<file path="config.mk">
export PLATFORM = sky130hd
export DESIGN_NAME = per_channel_median_range_tracker
export DESIGN_NICKNAME = d
export VERILOG_FILES = /design/src/rtl/pmrt_pkg.sv /design/src/rtl/pmrt_ctrl.sv /design/src/rtl/pmrt_dp.sv /design/src/rtl/per_channel_median_range_tracker.sv
export VERILOG_INCLUDE_DIRS = /design/src /design/src/rtl
export SDC_FILE = /design/constraint.sdc
export NUM_CORES = 2
export LEC_CHECK = 0
export BUFFER_PORTS_ARGS = -buffer_cell sky130_fd_sc_hd__clkbuf_2
export CAP_MARGIN = 40
export CORE_ASPECT_RATIO = 0.8
export CORE_MARGIN = 1.5
export CORE_UTILIZATION = 35
export DETAILED_ROUTE_END_ITERATION = 6
export GPL_ROUTABILITY_DRIVEN = 0
export HOLD_SLACK_MARGIN = 0.08
export SLEW_MARGIN = 20
export SYNTH_ARGS = -nofsm -noshare
export SYNTH_HDL_FRONTEND = slang
export SYNTH_HIERARCHICAL = 1
export SYNTH_SLANG_ARGS = --single-unit
</file>
<file path="constraint.sdc">
create_clock -name i_clk -period 6.8 [get_ports i_clk]
set_input_delay 1.02 -clock i_clk [delete_from_list [all_inputs] [get_ports i_clk]]
set_output_delay 1.02 -clock i_clk [all_outputs]
set_load 0.02 [all_outputs]
</file>
<file path="src/rtl/per_channel_median_range_tracker_assert.svh">
// Assertion macros for the median range tracker.
// Included by the top level; no other dependencies.
`ifndef PER_CHANNEL_MEDIAN_RANGE_TRACKER_ASSERT_SVH
`define PER_CHANNEL_MEDIAN_RANGE_TRACKER_ASSERT_SVH
`define PMRT_ASSERT_IMPL(lbl, clk, rst_n, ante, cons) \
    lbl: assert property (@(posedge clk) disable iff (!rst_n) (ante) |-> (cons)) \
        else $error("assertion failed");
`define PMRT_ASSERT_NEXT(lbl, clk, rst_n, ante, cons) \
    lbl: assert property (@(posedge clk) disable iff (!rst_n) (ante) |=> (cons)) \
        else $error("assertion failed");
`endif

</file>
<file path="src/rtl/pmrt_pkg.sv">
// Package for the median range tracker: widths, constants, state codes
// and the controller/datapath command and status structs. No dependencies.
`timescale 1ns / 1ps
`default_nettype none
package pmrt_pkg;
    localparam int CHANNELS_DEF = 8;
    localparam int WINDOW_DEF   = 21;
    localparam int POS_W        = 12;
    localparam int ACT_W        = 24;
    localparam int CFG_W        = 4;
    localparam int ID_W         = 4;
    localparam logic [ACT_W-1:0] ACT_MAX  = {ACT_W{1'b1}};
    localparam logic [POS_W-1:0] POS_MAX  = {POS_W{1'b1}};
    localparam logic [CFG_W-1:0] CFG_RST  = 4'd8;
    localparam logic [ID_W-1:0]  ID_MAX   = 4'd15;
    localparam logic [1:0] ADDR_CHANNELS_IN_USE = 2'd0;

    typedef enum logic [5:0] {
        S_IDLE  = 6'b000001,
        S_LOAD  = 6'b000010,
        S_SCAN  = 6'b000100,
        S_DONE  = 6'b001000,
        S_PICK  = 6'b010000,
        S_OUT   = 6'b100000
    } t_state;

    typedef struct packed {
        logic store_wr;   // write the sample into the window
        logic sel_start;  // start a selection pass
        logic sel_step;   // advance the selection pointer
        logic sel_commit; // finish one rank of the selection
        logic med_update; // apply the median to channel state
        logic pick_start;
        logic pick_step;
        logic pick_commit;
        logic out_load;   // capture the result
    } t_cmd;

    typedef struct packed {
        logic full;       // this sample completes a window
        logic accepted;   // channel takes the sample
        logic sel_last;   // last element of the current pass
        logic sel_done;   // all ranks up to the median chosen
        logic pick_last;  // last channel scanned
    } t_sts;
endpackage
`default_nettype wire

</file>
<file path="src/rtl/pmrt_ctrl.sv">
// Controller state machine for the median range tracker.
// Depends on pmrt_pkg.
`timescale 1ns / 1ps
`default_nettype none
module pmrt_ctrl (
    input  wire              i_clk,
    input  wire              i_rst_n,
    input  wire              i_in_valid,
    input  wire              i_mode,
    input  wire              i_out_stall,
    output logic             o_in_stall,
    output logic             o_out_valid,
    output pmrt_pkg::t_cmd   o_cmd,
    input  pmrt_pkg::t_sts   i_sts
);
    import pmrt_pkg::*;
    t_state r_state, n_state;
    logic   r_out_valid, n_out_valid;

    assign o_in_stall  = (r_state != S_IDLE);
    assign o_out_valid = r_out_valid;

    always_comb begin
        n_state     = r_state;
        n_out_valid = r_out_valid;
        o_cmd       = '0;
        if (r_out_valid && !i_out_stall) begin
            n_out_valid = 1'b0;
        end
        case (r_state)
            S_IDLE: begin
                if (i_in_valid) begin
                    n_state = S_LOAD;
                    if (i_mode) begin
                        o_cmd.pick_start = 1'b1;
                        n_state = S_PICK;
                    end
                end
            end
            S_LOAD: begin
                o_cmd.store_wr = i_sts.accepted;
                if (i_sts.accepted && i_sts.full) begin
                    o_cmd.sel_start = 1'b1;
                    n_state = S_SCAN;
                end else begin
                    n_state = S_OUT;
                end
            end
            S_SCAN: begin
                o_cmd.sel_step = 1'b1;
                if (i_sts.sel_last) begin
                    n_state = S_DONE;
                end
            end
            S_DONE: begin
                o_cmd.sel_commit = 1'b1;
                if (i_sts.sel_done) begin
                    o_cmd.med_update = 1'b1;
                    n_state = S_OUT;
                end else begin
                    n_state = S_SCAN;
                end
            end
            S_PICK: begin
                o_cmd.pick_step = 1'b1;
                if (i_sts.pick_last) begin
                    o_cmd.pick_commit = 1'b1;
                    n_state = S_OUT;
                end
            end
            S_OUT: begin
                if (!r_out_valid || !i_out_stall) begin
                    o_cmd.out_load = 1'b1;
                    n_out_valid = 1'b1;
                    n_state = S_IDLE;
                end
            end
            default: begin
                n_state = S_IDLE;
            end
        endcase
    end

    always_ff @(posedge i_clk) begin
        if (!i_rst_n) begin
            r_state     <= S_IDLE;
            r_out_valid <= 1'b0;
        end else begin
            r_state     <= n_state;
            r_out_valid <= n_out_valid;
        end
    end
endmodule
`default_nettype wire

</file>
<file path="src/rtl/pmrt_dp.sv">
// Datapath for the median range tracker: window memory, selection unit,
// per-channel marks and activity, pick scan. Depends on pmrt_pkg.
`timescale 1ns / 1ps
`default_nettype none
module pmrt_dp #(
    parameter int CHANNELS = pmrt_pkg::CHANNELS_DEF,
    parameter int WINDOW   = pmrt_pkg::WINDOW_DEF
) (
    input  wire                          i_clk,
    input  wire                          i_rst_n,
    input  wire                          i_take,
    input  wire                          i_mode,
    input  wire  [2:0]                   i_channel,
    input  wire  [pmrt_pkg::POS_W-1:0]   i_sample,
    input  wire  [pmrt_pkg::CFG_W-1:0]   i_cfg_ch,
    input  pmrt_pkg::t_cmd               i_cmd,
    output pmrt_pkg::t_sts               o_sts,
    output logic [2:0]                   o_out_channel,
    output logic                         o_median_valid,
    output logic [pmrt_pkg::POS_W-1:0]   o_median,
    output logic [pmrt_pkg::POS_W-1:0]   o_range_low,
    output logic [pmrt_pkg::POS_W-1:0]   o_range_high,
    output logic [pmrt_pkg::ACT_W-1:0]   o_activity,
    output logic                         o_picked,
    output logic [2:0]                   o_given_id
);
    import pmrt_pkg::*;
    localparam int CH_W  = (CHANNELS > 1) ? $clog2(CHANNELS) : 1;
    localparam int CHC_W = $clog2(CHANNELS + 1);
    localparam int WI_W  = $clog2(WINDOW);
    localparam int FL_W  = $clog2(WINDOW + 1);
    localparam int MEM_D = CHANNELS * WINDOW;
    localparam int MA_W  = $clog2(MEM_D);
    localparam int RANK  = WINDOW / 2;

    // window memory: one write and one read per cycle, registered read
    logic [POS_W-1:0] r_mem [MEM_D];
    logic [POS_W-1:0] r_rd;
    // selection: removed marks over window positions
    logic [WINDOW-1:0] r_used;
    logic [WI_W-1:0]   r_rd_idx;   // index being read
    logic              r_rd_ok;    // r_rd holds entry r_cmp_idx
    logic [WI_W-1:0]   r_cmp_idx;
    logic [POS_W-1:0]  r_best;
    logic [WI_W-1:0]   r_best_idx;
    logic              r_best_ok;
    logic [WI_W-1:0]   r_rank;

    logic              r_mode;
    logic [2:0]        r_chan;
    logic [POS_W-1:0]  r_sample;
    logic [FL_W-1:0]   r_fill [CHANNELS];
    logic [POS_W-1:0]  r_low  [CHANNELS];
    logic [POS_W-1:0]  r_high [CHANNELS];
    logic [POS_W-1:0]  r_last [CHANNELS];
    logic [CHANNELS-1:0] r_seen;
    logic [ACT_W-1:0]  r_act  [CHANNELS];
    logic [CHANNELS-1:0] r_asg;
    logic [ID_W-1:0]   r_next_id;

    logic [CHC_W-1:0]  r_pk_idx;
    logic [CH_W-1:0]   r_pk_cand;
    logic [ACT_W-1:0]  r_pk_best;
    logic              r_pk_found;
    logic [2:0]        r_gid;
    logic              r_median_valid;
    logic [POS_W-1:0]  r_median;

    logic [CHC_W-1:0]  w_n;
    logic              w_in_range;
    logic [CH_W-1:0]   w_ch;
    logic [FL_W-1:0]   w_f;
    logic [MA_W-1:0]   w_base;
    logic              w_sel_last;
    logic [CH_W-1:0]   w_pk_ch;

    always_comb begin
        if ({{(32-CFG_W){1'b0}}, i_cfg_ch} > CHANNELS) begin
            w_n = CHC_W'(CHANNELS);
        end else begin
            w_n = CHC_W'(i_cfg_ch);
        end
    end
    assign w_ch       = CH_W'(r_chan);
    assign w_in_range = ({29'd0, r_chan} < CHANNELS);
    assign w_f        = (r_fill[w_ch] >= FL_W'(WINDOW)) ? '0 : r_fill[w_ch];
    assign w_base     = MA_W'(w_ch * WINDOW);
    assign w_sel_last = r_rd_ok && (r_cmp_idx == WI_W'(WINDOW - 1));
    assign w_pk_ch    = CH_W'(r_pk_idx);

    assign o_sts.accepted = w_in_range && ({29'd0, r_chan} < 32'(w_n)) && !r_asg[w_ch];
    assign o_sts.full     = (w_f == FL_W'(WINDOW - 1));
    assign o_sts.sel_last = w_sel_last;
    assign o_sts.sel_done = (r_rank == WI_W'(RANK));
    assign o_sts.pick_last = (r_pk_idx >= CHC_W'(CHANNELS - 1));

    always_ff @(posedge i_clk) begin
        if (i_cmd.store_wr) begin
            r_mem[w_base + MA_W'(w_f)] <= r_sample;
        end
        r_rd <= r_mem[w_base + MA_W'(r_rd_idx)];
    end

    always_ff @(posedge i_clk) begin
        if (i_take) begin
            r_mode   <= i_mode;
            r_chan   <= i_channel;
            r_sample <= i_sample;
        end
        if (i_cmd.sel_start || i_cmd.sel_commit) begin
            r_rd_idx  <= '0;
            r_rd_ok   <= 1'b0;
            r_best_ok <= 1'b0;
        end else if (i_cmd.sel_step) begin
            if (r_rd_idx != WI_W'(WINDOW - 1)) begin
                r_rd_idx <= r_rd_idx + 1'b1;
            end
            r_rd_ok   <= 1'b1;
            r_cmp_idx <= r_rd_idx;
            if (r_rd_ok && !r_used[r_cmp_idx]
                && (!r_best_ok || r_rd < r_best)) begin
                r_best     <= r_rd;
                r_best_idx <= r_cmp_idx;
                r_best_ok  <= 1'b1;
            end
        end
        if (i_cmd.sel_start) begin
            r_used <= '0;
            r_rank <= '0;
        end else if (i_cmd.sel_commit) begin
            r_used[r_best_idx] <= 1'b1;
            r_rank <= r_rank + 1'b1;
        end
        if (i_cmd.pick_start) begin
            r_pk_idx   <= '0;
            r_pk_best  <= '0;
            r_pk_cand  <= '0;
            r_pk_found <= 1'b0;
        end else if (i_cmd.pick_step) begin
            r_pk_idx <= r_pk_idx + 1'b1;
            if (r_pk_idx < w_n && !r_asg[w_pk_ch] && r_act[w_pk_ch] > r_pk_best) begin
                r_pk_best  <= r_act[w_pk_ch];
                r_pk_cand  <= w_pk_ch;
                r_pk_found <= 1'b1;
            end
        end
    end

    // final pick compare folds in the last channel combinationally
    logic             w_pf;
    logic [CH_W-1:0]  w_pc;
    logic [ACT_W-1:0] w_pb;
    always_comb begin
        w_pf = r_pk_found;
        w_pc = r_pk_cand;
        w_pb = r_pk_best;
        if (r_pk_idx < w_n && !r_asg[w_pk_ch] && r_act[w_pk_ch] > r_pk_best) begin
            w_pf = 1'b1;
            w_pc = w_pk_ch;
            w_pb = r_act[w_pk_ch];
        end
    end

    logic [ACT_W:0]   w_sum;
    logic [POS_W-1:0] w_diff;
    assign w_diff = (r_best > r_last[w_ch]) ? (r_best - r_last[w_ch])
                                            : (r_last[w_ch] - r_best);
    assign w_sum  = {1'b0, r_act[w_ch]} + {{(ACT_W-POS_W+1){1'b0}}, w_diff};

    always_ff @(posedge i_clk) begin
        if (!i_rst_n) begin
            for (int c = 0; c < CHANNELS; c++) begin
                r_fill[c] <= '0;
                r_low[c]  <= POS_MAX;
                r_high[c] <= '0;
                r_last[c] <= '0;
                r_act[c]  <= '0;
            end
            r_seen    <= '0;
            r_asg     <= '0;
            r_next_id <= '0;
        end else begin
            if (i_cmd.store_wr) begin
                r_fill[w_ch] <= o_sts.full ? '0 : w_f + 1'b1;
            end
            if (i_cmd.med_update) begin
                if (r_best < r_low[w_ch])  r_low[w_ch]  <= r_best;
                if (r_best > r_high[w_ch]) r_high[w_ch] <= r_best;
                if (r_seen[w_ch]) begin
                    r_act[w_ch] <= w_sum[ACT_W] ? ACT_MAX : w_sum[ACT_W-1:0];
                end
                r_last[w_ch] <= r_best;
                r_seen[w_ch] <= 1'b1;
            end
            if (i_cmd.pick_commit) begin
                for (int c = 0; c < CHANNELS; c++) begin
                    r_act[c] <= '0;
                end
                if (w_pf) begin
                    r_asg[w_pc] <= 1'b1;
                    if (r_next_id < ID_MAX) r_next_id <= r_next_id + 1'b1;
                end
            end
        end
    end

    always_ff @(posedge i_clk) begin
        if (i_take) begin
            r_median_valid <= 1'b0;
        end else if (i_cmd.med_update) begin
            r_median_valid <= 1'b1;
            r_median       <= r_best;
        end
        if (i_cmd.out_load) begin
            o_median_valid <= 1'b0;
            o_median       <= '0;
            o_picked       <= 1'b0;
            o_given_id     <= '0;
            o_out_channel  <= '0;
            o_range_low    <= '0;
            o_range_high   <= '0;
            o_activity     <= '0;
            if (!r_mode) begin
                o_out_channel <= r_chan;
                if (r_median_valid) begin
                    o_median_valid <= 1'b1;
                    o_median       <= r_median;
                end
                if (w_in_range) begin
                    o_range_low  <= r_low[w_ch];
                    o_range_high <= r_high[w_ch];
                    o_activity   <= r_act[w_ch];
                end
            end else if (r_pk_found) begin
                o_picked      <= 1'b1;
                o_out_channel <= 3'(r_pk_cand);
                o_range_low   <= r_low[r_pk_cand];
                o_range_high  <= r_high[r_pk_cand];
                o_activity    <= r_pk_best;
                o_given_id    <= r_gid;
            end
        end
    end

    // id given is captured at pick commit to survive saturation
    always_ff @(posedge i_clk) begin
        if (i_cmd.pick_commit) begin
            r_gid <= r_next_id[2:0];
        end
    end
endmodule
`default_nettype wire

</file>
<file path="src/rtl/per_channel_median_range_tracker.sv">
// Top level of the median range tracker: controller, datapath and APB
// register. Depends on pmrt_pkg, pmrt_ctrl, pmrt_dp and the assertion header.
// A sample passes the accept, load and output steps from its transfer until
// the input is free again; one that completes a window adds WINDOW/2+1
// selection passes, each a scan of the window through the window memory
// read port. A pick scans the channels one per cycle, then outputs its
// result. One item is in work at a time; a result held by an output stall
// holds the next result in the output state.
`timescale 1ns / 1ps
`default_nettype none
module per_channel_median_range_tracker #(
    parameter int CHANNELS = pmrt_pkg::CHANNELS_DEF,
    parameter int WINDOW   = pmrt_pkg::WINDOW_DEF
) (
    input  wire                         i_clk,
    input  wire                         i_rst_n,
    input  wire                         i_in_valid,
    output logic                        o_in_stall,
    input  wire                         i_mode,
    input  wire  [2:0]                  i_channel,
    input  wire  [pmrt_pkg::POS_W-1:0]  i_sample,
    output logic                        o_out_valid,
    input  wire                         i_out_stall,
    output logic [2:0]                  o_out_channel,
    output logic                        o_median_valid,
    output logic [pmrt_pkg::POS_W-1:0]  o_median,
    output logic [pmrt_pkg::POS_W-1:0]  o_range_low,
    output logic [pmrt_pkg::POS_W-1:0]  o_range_high,
    output logic [pmrt_pkg::ACT_W-1:0]  o_activity,
    output logic                        o_picked,
    output logic [2:0]                  o_given_id,
    input  wire                         psel,
    input  wire                         penable,
    input  wire                         pwrite,
    input  wire  [1:0]                  paddr,
    input  wire  [31:0]                 pwdata,
    output logic [31:0]                 prdata,
    output logic                        pready
);
    import pmrt_pkg::*;
    `include "per_channel_median_range_tracker_assert.svh"

    t_cmd w_cmd;
    t_sts w_sts;
    logic [CFG_W-1:0] r_cfg;
    logic w_take;
    logic [2:0] w_gid;

    assign pready = 1'b1;
    assign prdata = (paddr == ADDR_CHANNELS_IN_USE) ? {28'd0, r_cfg} : 32'd0;
    assign w_take = i_in_valid && !o_in_stall;

    always_ff @(posedge i_clk) begin
        if (!i_rst_n) begin
            r_cfg <= CFG_RST;
        end else if (psel && penable && pwrite && paddr == ADDR_CHANNELS_IN_USE) begin
            r_cfg <= pwdata[CFG_W-1:0];
        end
    end

    pmrt_ctrl u_ctrl (
        .i_clk, .i_rst_n, .i_in_valid, .i_mode, .i_out_stall,
        .o_in_stall, .o_out_valid, .o_cmd(w_cmd), .i_sts(w_sts)
    );

    pmrt_dp #(.CHANNELS(CHANNELS), .WINDOW(WINDOW)) u_dp (
        .i_clk, .i_rst_n, .i_take(w_take), .i_mode, .i_channel, .i_sample,
        .i_cfg_ch(r_cfg), .i_cmd(w_cmd), .o_sts(w_sts), .o_out_channel,
        .o_median_valid, .o_median, .o_range_low, .o_range_high, .o_activity,
        .o_picked, .o_given_id(w_gid)
    );
    assign o_given_id = w_gid;

    `PMRT_ASSERT_IMPL(a_no_take_busy, i_clk, i_rst_n, o_in_stall, !w_take)
    `PMRT_ASSERT_NEXT(a_take_busy, i_clk, i_rst_n, w_take, o_in_stall)
    `PMRT_ASSERT_IMPL(a_pick_flag, i_clk, i_rst_n, o_out_valid && o_picked, !o_median_valid)
endmodule
`default_nettype wire

</file>
==> qor_table.md <==
| Result | Reported | Unit |
| --- | --- | --- |
| Combined area of all synthesized cells | 117200 | um2 |
| Reported max-cap violation count | 0 | - |
| Largest area contributor in the netlist | edfxtp_1 | - |
| Max H-tree Level | 5 | - |
| Failing checks | DRC | - |
| Area of the die | 338400 | um2 |
| TritonCTS clock tree | done | - |
| Detailed Route Iter0 Violations | 6929 | - |
| Clk buf depth | 4 | - |
| P per Cell Area | 316.5 | nW/um2 |
| Main area contributors after synthesis | edfxtp_1, mux4_2, dfxtp_1 | - |
| Clock root buffer master | clkbuf_16 | - |
| Critical Setup Path Class | register to register | - |
| Num CTS Buffers | 276 | - |
| Via count | 62774 | - |
| Skew final | 71.87 | ps |
| Final setup TNS | 0 | ps |
| Yosys warning count | 6 | - |
| CP startpoint kind | register | - |
| Final routed wire length divided by cell count | 27.14 | um |
| CORE AREA | 332300 | um2 |
| Crit-path max FO | 97 | - |
| Data required time at the worst endpoint | 7340 | ps |
| First-pass detailed-route iteration total | 7 | - |
| Final number of setup-violating endpoints | 0 | - |
| Area Overhead vs Synth | 14.43 | % |
| Synth Area per Inst | 18.51 | um2 |
| Total I/O pin count | 160 | - |
| Number of nets in the finished design | 6924 | - |
| Worst setup EP type | register | - |
| Row count | 189 | - |
| Fraction of layout cells with a size suffix above 1 | 0.2720 | - |
| Number of antenna violations at the first check in global routing | 14 | - |
| Sequential-to-total area share from yosys stat | 0.7009 | - |
| Die width | 650.0 | um |
| Final clock period utilization by the worst path | 0.9417 | - |
| Top post-synthesis cells by count | edfxtp_1, mux4_2, nor2_1, nand2_1, clkbuf_1 | - |
| Via count of the first global-routing pass | 62227 | - |
| Vias per std cell | 5.534 | - |
| # Post-CTS Setup Buffers | 0 | - |
| Worst min path class | input port to register | - |
| Most instantiated flip-flop cell in the synthesis netlist | edfxtp_1 | - |
| Post-route total power | 0.04245 | W |
| Arrival @ worst endpoint | 6940 | ps |
| ANT nets after route | 0 | - |
| Worst skew pair latency | 870 | ps |
| Count of non-filler cells in the finished layout | 11343 | - |
| Flip-flop and latch count after synthesis | 2775 | - |
| Starting utilization of the core area | 0.3527 | - |
| Crit path time final | 6404 | ps |
| Area share of the largest cell type after synthesis | 0.6808 | - |
| Outcome | finished, violations left | - |
| Clock-pin transition on the worst setup and hold timing paths | 60 | ps |
| Count of final max-slew check failures | 0 | - |
| Gr usage total | 0.1774 | - |
| Cell total after placement | 10850 | - |
| RSZ-0062 raised after global routing | false | - |
| Worst max-slew margin expressed relative to the limit | 0.1936 | - |
| Fraction of registers with async set/reset | 0 | - |
| Post-detailed-route DRC marker count | 1 | - |
| First-pass GRT wire length | 442900 | um |
| GR Overflow Total | 0 | - |
| Y dimension of the die | 520.6 | um |
| Count leader, synth | edfxtp_1 | - |
| Total of cells resized after clock tree synthesis | 0 | - |
| Number of clock sinks | 2775 | - |
| Final Hold Vio Count | 0 | - |
| DRT Wirelength | 307900 | um |
| Maximum vdd ir drop | 0.2745 | mV |
| Maximum clock frequency | 0.1562 | GHz |
| Pin count of the biggest net entering global routing | 169 | - |
| Number of enable-type register cells in the synthesized netlist | 2657 | - |
| Placed wire-length estimate | 188600 | um |
| Transition time at the pin with the least slew margin | 1210 | ps |
| Count of input and output buffers | 102 | - |
| Syn Inst Count | 6331 | - |
| Leakage | 43.87 | nW |
| Count of cell types in the netlist | 113 | - |
| Number of filler cells placed in the layout | 29340 | - |
| Hold-fix buffers, CTS | 0 | - |
-- worst max-delay path, stage by stage, from the launching register on --
cell,delay (ps)
dfxtp_4,460
buf_12,660
mux4_2,610
mux2i_1,380
inv_1,220
o21bai_4,200
and2_4,180
ha_1,290
a21o_1,200
a21oi_1,340
nor2b_1,80
o21ai_0,310
xor2_1,390
buf_4,220
nor2b_1,380
nand2_1,530
nor2_1,320
buf_4,280
-- state kept, by name (all words and copies together) (netlist names), 6 cells and up, named ones only --
name and cells:
u_ctrl/r_state 6, u_dp/o_activity 24, u_dp/o_median 12, u_dp/o_range_high 12
u_dp/o_range_low 12, u_dp/r_act 192, u_dp/r_asg 8, u_dp/r_best 12
u_dp/r_fill 40, u_dp/r_high 96, u_dp/r_last 96, u_dp/r_low 96
u_dp/r_median 12, u_dp/r_mem 2016, u_dp/r_pk_best 24, u_dp/r_rd 12
u_dp/r_sample 12, u_dp/r_seen 8, u_dp/r_used 21
-- per-stage QoR --
stage	utilization	setup slack, ps	hold slack (ps)	area [um2]
2_1_floorplan	-	5.896	399.5	117300
3_3_place_gp	0.3756	418.8	431.8	124800
3_5_place_dp	0.3770	426.2	427.4	125200
4_1_cts	0.4034	372.4	314.1	134000
5_1_grt	0.4036	49.03	336.9	134100
6_report	0.4036	396.1	382.9	134100
-- area by class of cell --
cell class	count	area [um2]	area share
sequential	2775	82170	0.6127
inverter	81	304.0	0.002267
antenna	5	12.51	0.00009330
clock buffer	346	7421	0.05533
clock inverter	135	1373	0.01023
tap	4393	5497	0.04098
multi-input combinational	3072	33040	0.2463
timing repair buffer	536	4299	0.03206
-- layout by cell type, fill, tap and decap left out, drive strengths merged, types with 38 or more instances in the layout --
cell type and n:
edfxtp 2657, mux4 821, nor2 512, clkbuf 452
buf 430, nand2 285, mux2i 155, and3 146
ha 120, dfxtp 118, clkinv 103, nor3 102
a21oi 98, inv 82, o21ai 80, or3 66
nand3 64, mux2 47, a21o 46, nand4 42
nor2b 38
-- routing by layer --
metal	part of all wire	vias up	wire length [um]	global-route usage
met3	0.084	478	25830	0.03544
met1	0.43	33130	133400	0.2586
met5	0.000036	-	11	0
met2	0.46	2723	140400	0.2716
met4	0.027	2	8225	0.04727
li1	-	26441	-	-
-- final timing paths --
check,startpoint,end,slack (ps),cells after the start
max,register,u_dp/r_mem[158][9],400,17
min,i_sample[11],u_dp/r_sample[11],380,1
max reg2reg,register,u_dp/r_mem[158][9],400,17
min reg2reg,u_dp/r_rd[3],u_dp/r_best[3],440,0
-- where the power goes --
| group | total (W) | internal, W | switching (W) |
|---|---|---|---|
| Sequential | 0.0194 | 0.0192 | 0.000192 |
| Clock | 0.0151 | 0.00871 | 0.00643 |
| Combinational | 0.00795 | 0.00287 | 0.00508 |
| Total | 0.0425 | 0.0307 | 0.0117 |
-- cells by family after synthesis --
family | synth area share
buf+inv | 0.02010
simple gates | 0.05864
flops | 0.7009
xor+xnor | 0.003811
compound gates | 0.02720
fa+ha+maj | 0.01367
other cells | 0.00006408
mux | 0.1756
No activity file was read; power rests on OpenSTA's default activity.
